<file path="src/sv/fifo_uid_pkg.sv">
// Shared constants and types for the task FIFO with ID allocation.
`timescale 1ns / 1ps
`default_nettype none
package fifo_uid_pkg;

  localparam int DEPTH_DEF = 16;
  localparam int ID_W      = 31;
  localparam int HND_W     = 32;

  localparam logic [1:0] CMD_PUSH  = 2'd0;
  localparam logic [1:0] CMD_SHIFT = 2'd1;
  localparam logic [1:0] CMD_FLUSH = 2'd2;

  localparam logic [1:0] STS_DONE    = 2'd0;
  localparam logic [1:0] STS_FULL    = 2'd1;
  localparam logic [1:0] STS_EMPTY   = 2'd2;
  localparam logic [1:0] STS_FLUSHED = 2'd3;

  localparam logic signed [31:0] NO_ID = 32'shFFFF_FFFF;

  typedef enum logic [1:0] {
    ST_IDLE,
    ST_SHRD,
    ST_SCAN,
    ST_EMIT
  } state_t;

endpackage
`default_nettype wire

</file>
<file path="src/sv/fifo_with_unique_id_assign.sv">
// Circular task FIFO with unique ID allocation, memory based.
//
//  port group | dir | handshake              | payload
//  in_        | in  | in_valid / in_ready    | in_cmd, in_task_handle, in_task_id
//  out_       | out | out_valid / out_ready  | out_status, out_id, out_handle
//
// Flush, refused commands and pushes with a given ID finish straight from idle.
// Shift passes through state SHRD, as the entry memories have a registered read.
// Push with an assigned ID finishes straight from idle on an empty queue; else
// each candidate ID is checked by a pipelined sweep of the ID memory, one entry
// per cycle, and a clash moves on to the next candidate and restarts the sweep.
// Reset clears head pointer, level, counter and flushed flag; memories are not cleared.
// A result held in the output register does not stop the next item being taken.
`timescale 1ns / 1ps
`default_nettype none
module fifo_with_unique_id_assign
  import fifo_uid_pkg::*;
#(
  parameter int DEPTH = DEPTH_DEF
) (
  input  wire                     clk,
  input  wire                     rst_n,
  input  wire                     in_valid,
  output logic                    in_ready,
  input  wire  [1:0]              in_cmd,
  input  wire  [HND_W-1:0]        in_task_handle,
  input  wire  signed [31:0]      in_task_id,
  output logic                    out_valid,
  input  wire                     out_ready,
  output logic [1:0]              out_status,
  output logic signed [31:0]      out_id,
  output logic [HND_W-1:0]        out_handle
);

  localparam int AW = (DEPTH > 1) ? $clog2(DEPTH) : 1;
  localparam int LW = $clog2(DEPTH + 1);
  localparam int SW = LW + 1;
  localparam logic [LW-1:0] FULL_LVL = LW'(DEPTH);
  localparam logic [SW-1:0] DEPTH_S  = SW'(DEPTH);
  localparam logic [AW-1:0] LAST_IDX = AW'(DEPTH - 1);

  // entry memories
  logic [HND_W-1:0] hnd_mem [DEPTH];
  logic [ID_W-1:0]  id_mem  [DEPTH];
  logic [HND_W-1:0] hnd_rd_r;
  logic [ID_W-1:0]  id_rd_r;

  state_t state_r, state_nxt;
  logic [AW-1:0]   head_r, head_nxt;
  logic [LW-1:0]   fill_r, fill_nxt;
  logic [ID_W-1:0] ctr_r, ctr_nxt;
  logic            flushed_r, flushed_nxt;
  logic [LW-1:0]   k_r, k_nxt;
  logic [ID_W-1:0] cand_r, cand_nxt;
  logic            cmp_v_r, cmp_v_nxt;
  logic            cmp_last_r, cmp_last_nxt;
  logic [HND_W-1:0] hnd_r, hnd_nxt;

  logic [1:0]         res_sts_r, res_sts_nxt;
  logic signed [31:0] res_id_r, res_id_nxt;
  logic [HND_W-1:0]   res_hnd_r, res_hnd_nxt;

  logic               out_valid_r, out_valid_nxt;
  logic [1:0]         out_sts_r, out_sts_nxt;
  logic signed [31:0] out_id_r, out_id_nxt;
  logic [HND_W-1:0]   out_hnd_r, out_hnd_nxt;

  logic               fin;
  logic [1:0]         fin_sts;
  logic signed [31:0] fin_id;
  logic [HND_W-1:0]   fin_hnd;

  logic            mem_we;
  logic [AW-1:0]   wr_addr, rd_addr, scan_addr;
  logic [ID_W-1:0] wr_id;
  logic [HND_W-1:0] wr_hnd;
  logic [ID_W-1:0] cand_inc;
  logic            out_free;
  logic [SW-1:0]   tail_sum, scan_sum;

  assign out_free = !out_valid_r || out_ready;
  assign cand_inc = ctr_r + 1'b1;

  // slot arithmetic modulo DEPTH: both terms are below DEPTH (or level = DEPTH
  // never used for a write), so one compare and subtract is enough
  always_comb begin
    tail_sum  = SW'(head_r) + SW'(fill_r);
    scan_sum  = SW'(head_r) + SW'(k_r);
    if (tail_sum >= DEPTH_S) tail_sum = tail_sum - DEPTH_S;
    if (scan_sum >= DEPTH_S) scan_sum = scan_sum - DEPTH_S;
    wr_addr   = tail_sum[AW-1:0];
    scan_addr = scan_sum[AW-1:0];
  end

  always_comb begin
    state_nxt    = state_r;
    head_nxt     = head_r;
    fill_nxt     = fill_r;
    ctr_nxt      = ctr_r;
    flushed_nxt  = flushed_r;
    k_nxt        = k_r;
    cand_nxt     = cand_r;
    cmp_v_nxt    = cmp_v_r;
    cmp_last_nxt = cmp_last_r;
    hnd_nxt      = hnd_r;
    res_sts_nxt  = res_sts_r;
    res_id_nxt   = res_id_r;
    res_hnd_nxt  = res_hnd_r;
    out_valid_nxt = out_valid_r && !out_ready;
    out_sts_nxt  = out_sts_r;
    out_id_nxt   = out_id_r;
    out_hnd_nxt  = out_hnd_r;
    in_ready     = 1'b0;
    mem_we       = 1'b0;
    wr_id        = in_task_id[ID_W-1:0];
    wr_hnd       = in_task_handle;
    rd_addr      = head_r;
    fin          = 1'b0;
    fin_sts      = STS_DONE;
    fin_id       = NO_ID;
    fin_hnd      = '0;

    case (state_r)
      ST_IDLE: begin
        in_ready = 1'b1;
        if (in_valid) begin
          hnd_nxt = in_task_handle;
          case (in_cmd)
            CMD_PUSH: begin
              if (flushed_r) begin
                fin     = 1'b1;
                fin_sts = STS_FLUSHED;
                fin_id  = in_task_id;
              end else if (fill_r == FULL_LVL) begin
                fin     = 1'b1;
                fin_sts = STS_FULL;
                fin_id  = in_task_id;
              end else if (!in_task_id[31]) begin
                mem_we   = 1'b1;
                fill_nxt = fill_r + 1'b1;
                fin      = 1'b1;
                fin_id   = in_task_id;
              end else if (fill_r == '0) begin
                // nothing to clash with
                mem_we   = 1'b1;
                wr_id    = cand_inc;
                ctr_nxt  = cand_inc;
                fill_nxt = fill_r + 1'b1;
                fin      = 1'b1;
                fin_id   = {1'b0, cand_inc};
              end else begin
                cand_nxt  = cand_inc;
                k_nxt     = '0;
                cmp_v_nxt = 1'b0;
                state_nxt = ST_SCAN;
              end
            end
            CMD_SHIFT: begin
              if (flushed_r) begin
                fin     = 1'b1;
                fin_sts = STS_FLUSHED;
              end else if (fill_r == '0) begin
                fin     = 1'b1;
                fin_sts = STS_EMPTY;
              end else begin
                rd_addr   = head_r;
                head_nxt  = (head_r == LAST_IDX) ? '0 : head_r + 1'b1;
                fill_nxt  = fill_r - 1'b1;
                state_nxt = ST_SHRD;
              end
            end
            CMD_FLUSH: begin
              flushed_nxt = 1'b1;
              fin         = 1'b1;
            end
            default: begin
              fin = 1'b1;
            end
          endcase
        end
      end
      ST_SHRD: begin
        fin     = 1'b1;
        fin_id  = {1'b0, id_rd_r};
        fin_hnd = hnd_rd_r;
      end
      ST_SCAN: begin
        // read of entry k issued this cycle, compared the next
        rd_addr = scan_addr;
        if (cmp_v_r && id_rd_r == cand_r) begin
          cand_nxt  = cand_r + 1'b1;
          k_nxt     = '0;
          cmp_v_nxt = 1'b0;
        end else if (cmp_v_r && cmp_last_r) begin
          mem_we   = 1'b1;
          wr_id    = cand_r;
          wr_hnd   = hnd_r;
          ctr_nxt  = cand_r;
          fill_nxt = fill_r + 1'b1;
          fin      = 1'b1;
          fin_id   = {1'b0, cand_r};
        end else if (k_r < fill_r) begin
          cmp_v_nxt    = 1'b1;
          cmp_last_nxt = (k_r == fill_r - 1'b1);
          k_nxt        = k_r + 1'b1;
        end else begin
          cmp_v_nxt = 1'b0;
        end
      end
      ST_EMIT: begin
        if (out_free) begin
          out_valid_nxt = 1'b1;
          out_sts_nxt   = res_sts_r;
          out_id_nxt    = res_id_r;
          out_hnd_nxt   = res_hnd_r;
          state_nxt     = ST_IDLE;
        end
      end
      default: begin
        state_nxt = ST_IDLE;
      end
    endcase

    if (fin) begin
      if (out_free) begin
        out_valid_nxt = 1'b1;
        out_sts_nxt   = fin_sts;
        out_id_nxt    = fin_id;
        out_hnd_nxt   = fin_hnd;
        state_nxt     = ST_IDLE;
      end else begin
        res_sts_nxt = fin_sts;
        res_id_nxt  = fin_id;
        res_hnd_nxt = fin_hnd;
        state_nxt   = ST_EMIT;
      end
    end
  end

  always_ff @(posedge clk) begin
    if (mem_we) begin
      hnd_mem[wr_addr] <= wr_hnd;
      id_mem[wr_addr]  <= wr_id;
    end
    hnd_rd_r <= hnd_mem[rd_addr];
    id_rd_r  <= id_mem[rd_addr];
  end

  always_ff @(posedge clk) begin
    if (!rst_n) begin
      state_r     <= ST_IDLE;
      head_r      <= '0;
      fill_r      <= '0;
      ctr_r       <= '0;
      flushed_r   <= 1'b0;
      cmp_v_r     <= 1'b0;
      out_valid_r <= 1'b0;
    end else begin
      state_r     <= state_nxt;
      head_r      <= head_nxt;
      fill_r      <= fill_nxt;
      ctr_r       <= ctr_nxt;
      flushed_r   <= flushed_nxt;
      cmp_v_r     <= cmp_v_nxt;
      out_valid_r <= out_valid_nxt;
    end
  end

  always_ff @(posedge clk) begin
    k_r        <= k_nxt;
    cand_r     <= cand_nxt;
    cmp_last_r <= cmp_last_nxt;
    hnd_r      <= hnd_nxt;
    res_sts_r  <= res_sts_nxt;
    res_id_r   <= res_id_nxt;
    res_hnd_r  <= res_hnd_nxt;
    out_sts_r  <= out_sts_nxt;
    out_id_r   <= out_id_nxt;
    out_hnd_r  <= out_hnd_nxt;
  end

  assign out_valid  = out_valid_r;
  assign out_status = out_sts_r;
  assign out_id     = out_id_r;
  assign out_handle = out_hnd_r;

  a_fill_bound: assert property (@(posedge clk) disable iff (!rst_n)
    fill_r <= FULL_LVL)
    else $error("fill level beyond depth");

  a_flush_sticky: assert property (@(posedge clk) disable iff (!rst_n)
    flushed_r |=> flushed_r)
    else $error("flushed mode left without reset");

  a_scan_ctx: assert property (@(posedge clk) disable iff (!rst_n)
    state_r == ST_SCAN |-> (fill_r != '0 && !flushed_r && fill_r != FULL_LVL))
    else $error("ID scan on empty, full or flushed queue");

  a_out_hold: assert property (@(posedge clk) disable iff (!rst_n)
    state_r == ST_EMIT |-> out_valid_r)
    else $error("result parked while output register empty");

endmodule
`default_nettype wire
</file>
<file path="config.mk">
export PLATFORM = sky130hd
export DESIGN_NAME = fifo_with_unique_id_assign
export DESIGN_NICKNAME = d
export VERILOG_FILES = /design/src/sv/fifo_uid_pkg.sv /design/src/sv/fifo_with_unique_id_assign.sv
export SDC_FILE = /design/constraint.sdc
export NUM_CORES = 2
export LEC_CHECK = 0
export BUFFER_PORTS_ARGS = -buffer_cell sky130_fd_sc_hd__buf_2
export CORE_MARGIN = 2
export CORE_UTILIZATION = 60
export DETAILED_ROUTE_END_ITERATION = 8
export PLACE_DENSITY_LB_ADDON = 0.15
export REMOVE_ABC_BUFFERS = 1
export SETUP_SLACK_MARGIN = 0.15
export SLEW_MARGIN = 20
export SYNTH_ARGS = -nofsm -noshare
export SYNTH_HDL_FRONTEND = slang
export SYNTH_SLANG_ARGS = --single-unit
</file>
<file path="constraint.sdc">
create_clock -name clk -period 12 [get_ports clk]
set_input_delay 0.6 -clock clk [delete_from_list [all_inputs] [get_ports clk]]
set_output_delay 0.6 -clock clk [all_outputs]
set_load 0.05 [all_outputs]
</file>
==> results.ini <==
[status]
status = finished, final reports clean

[critical_path]
path_class = reg2reg
cp.required_ps = 12600
start_kind = flip-flop
critPathTopFamily = buffers and inverters
crit_arrival_ps = 5300
path_buf_inv = 3
r2r_slack_ps = 7300
crit_path_max_fanout = 57
critPathCaptureType = flip-flop
cpMaxStageDelayCell = buf_4
cpPeakStageDelay_ps = 890
path_cells = buf_4 > nand2b_2 > nor2_1 > a21oi_4 > buf_4 > buf_4 > mux2i_1 > mux2i_1 > mux2i_1

[pwr]
switching_power_uw = 3042
irDropWorstVdd_uv = 129.8
p_int_uw = 8281
power.total_uw = 11320
p_leak_uw = 0.02236
powerDensity_nw_per_um2 = 178.3
power_frac_seq = 0.478
comb_power_share = 0.152
swShare = 0.2687
p_clk_frac = 0.370

[clocking]
ctsHtreeMaxLevel = 4
clock-sinks = 1317
numCtsBuffers = 134
clock_latency_ps = 750
clk_pin_slew_ps = 60
clock_tree.buffer_depth = 3
cts_root_buffer = clkbuf_16
cts_tree = yes

[synth]
synth_mux_area_frac = 0.1861
yosys_most_used_dff = edfxtp_1
synth_warnings = 0
synthXorXnorAreaFrac = 0.01600
synth_edf_count = 1143
synth-simple-area-share = 0.05508
async_flop_share = 0
syn_area_per_cell_sq_um = 14.79
synth_seq_cells = 1317
synth_compound_area_frac = 0.05090
syn_area_sq_um = 57100
synth_top_family_by_area = multiplexers
ys_types = 92
syn_inst = 3860
ys_seq_area_frac = 0.6621
synth_adder_area_share = 0.004645

[global_route]
antenna_found_initial = 2
grt_usage = 0.2988
grt_max_degree = 145
grt_overflow = 0
first_global_vias = 32900
grt_pass1_wl_um = 215500

[sta]
slew_violations = 0
hold_violations = 0
timing.final.crit_share = 0.3919
tightestPinTransition_ps = 1149
fin_skew_ps = 29.68
rsz0062_at_grt = no
holdWs_ps = 47.93
max_freq_mhz = 212.6
setup_viol = 0
timing.final.crit_period_ps = 4703
max_slew_margin = 0.2309
fin_ws_ps = 7297

[floorplan]
initial_core_util = 0.6028
rows = 113
die_area_sq_um = 97660
core_area_sq_um = 94730
chipHeight_um = 312.5
die_w_um = 312.5
io_pins = 138

[finish]
layout.nets = 4048
layout_commonest_cell = edfxtp_1
fin_util = 0.6705
final_cells = 5334
final_cell_mix = edfxtp_1 (1143), mux2i_1 (1009), nand2_1 (249)
syn_to_final_growth_pct = 11.23
drive_above_1_share = 0.1279

[routing]
wl_per_cell_um = 27.46
wirelength_um = 146500
drc = 0
vias_per_cell = 6.329
drtPass1Iterations = 6
drt_iter0_markers = 3905
via_count = 33760
ant_nets = 0

[place]
placedCellCount = 5084
dpl.hpwl_um = 86780
gp_congestion = 0.9760
io_buffers = 137
dpl_worst_slack_ps = 7226

[worst_hold_path]
hold_class = in2reg

[job]
maxCapViolCount = 0

[power by group through the flow]
stage	clock (uW)	sequential, uW	combinational, uW
floorplan	0	5700	1290
global placement	0	5500	1680
detailed placement	0	5500	1700
CTS	4240	5400	1700
global route	4420	5420	1820
finish	4190	5410	1720
[flip-flops by register name, summed over array words and instances, names as in the netlist, 2 cells and up]
name        flops
hnd_rd_r       32
k_r             5
fill_r          5
id_mem        496
res_id_r       32
res_sts_r       2
out_id         32
head_r          4
ctr_r          31
hnd_r          32
state_r         2
hnd_mem       512
out_status      2
out_handle     32
cand_r         31
id_rd_r        31
res_hnd_r      32
[final timing paths]
kind | startpoint | endpoint | depth (start not counted)
hold reg to reg | hnd_rd_r[13]$_DFF_P_ | out_handle[13]$_DFF_P_ | 2
hold / removal | in_task_handle[13] | hnd_r[13]$_DFFE_PP_ | 1
setup reg to reg | state_r[0]$_SDFFE_PN0P_ | hnd_rd_r[25]$_DFF_P_ | 9
setup / recovery | state_r[0]$_SDFFE_PN0P_ | hnd_rd_r[25]$_DFF_P_ | 9
[metal layers]
| metal | vias up | GRT usage | part of all wire |
|---|---|---|---|
| li1 | 15020 | - | - |
| met1 | 16920 | 0.4204 | 0.42 |
| met2 | 1486 | 0.4677 | 0.46 |
| met3 | 326 | 0.05275 | 0.076 |
| met4 | 2 | 0.1172 | 0.038 |
| met5 | - | 0 | 0.000089 |
[final cells by class]
class                   count  area, sq um
diodes                      2        5.005
well taps                1265         1583
repair buffers            222         1403
clock inverters            59        646.9
fillers                  6661        31210
flip-flops and latches   1317        37810
multi-input cells        2246        18140
clock buffers             186         3787
inverters                  37        140.1
[synthesized netlist by cell type (all sizes together) (12+ instances only)]
cell type	number	area share
a21oi	94	0.0085
a221oi	24	0.0037
a22oi	29	0.0038
a31oi	23	0.0026
and3	45	0.0049
and4	15	0.0023
buf	171	0.017
clkbuf	89	0.0059
dfxtp	174	0.061
edfxtp	1143	0.60
ha	18	0.0039
inv	37	0.0024
mux2	47	0.0093
mux2i	1009	0.18
nand2	250	0.016
nand2b	12	0.0013
nand3	74	0.0066
nand4	29	0.0034
nor2	104	0.0072
nor2b	13	0.0014
nor3	32	0.0029
nor4	19	0.0027
o211ai	13	0.0017
o21ai	108	0.0097
o22ai	33	0.0036
o31ai	18	0.0024
o32ai	13	0.0020
xnor2	58	0.0096
xor2	42	0.0064
[metrics by stage]
stage	TNS, ps	cell area, sq um
after floorplan	-1054550	55800
after global placement	0	58980
after detailed placement	0	59000
after CTS	0	63460
after global routing	0	63510
final	0	63520
[what timing repair did]
| item | 4_1_cts | 5_1_grt |
|---|---|---|
| buffers inserted | 0 | 0 |
| endpoints found under the hold margin | 2 | 0 |
| hold buffers | 2 | 0 |
| resized for setup | 0 | 0 |
[cells by family (layout without fill, tap and decap cells)]
family / after synthesis / after routing
flip-flops: 1317 / 1317
multiplexers: 1056 / 1056
AND/OR/NAND/NOR: 633 / 633
AO/OA/AOI/OAI: 437 / 437
buffers and inverters: 297 / 504
XOR/XNOR: 100 / 100
adder cells (fa/ha/maj): 20 / 20
other: 0 / 2
Note: power is estimated with default switching activity, not from simulation.
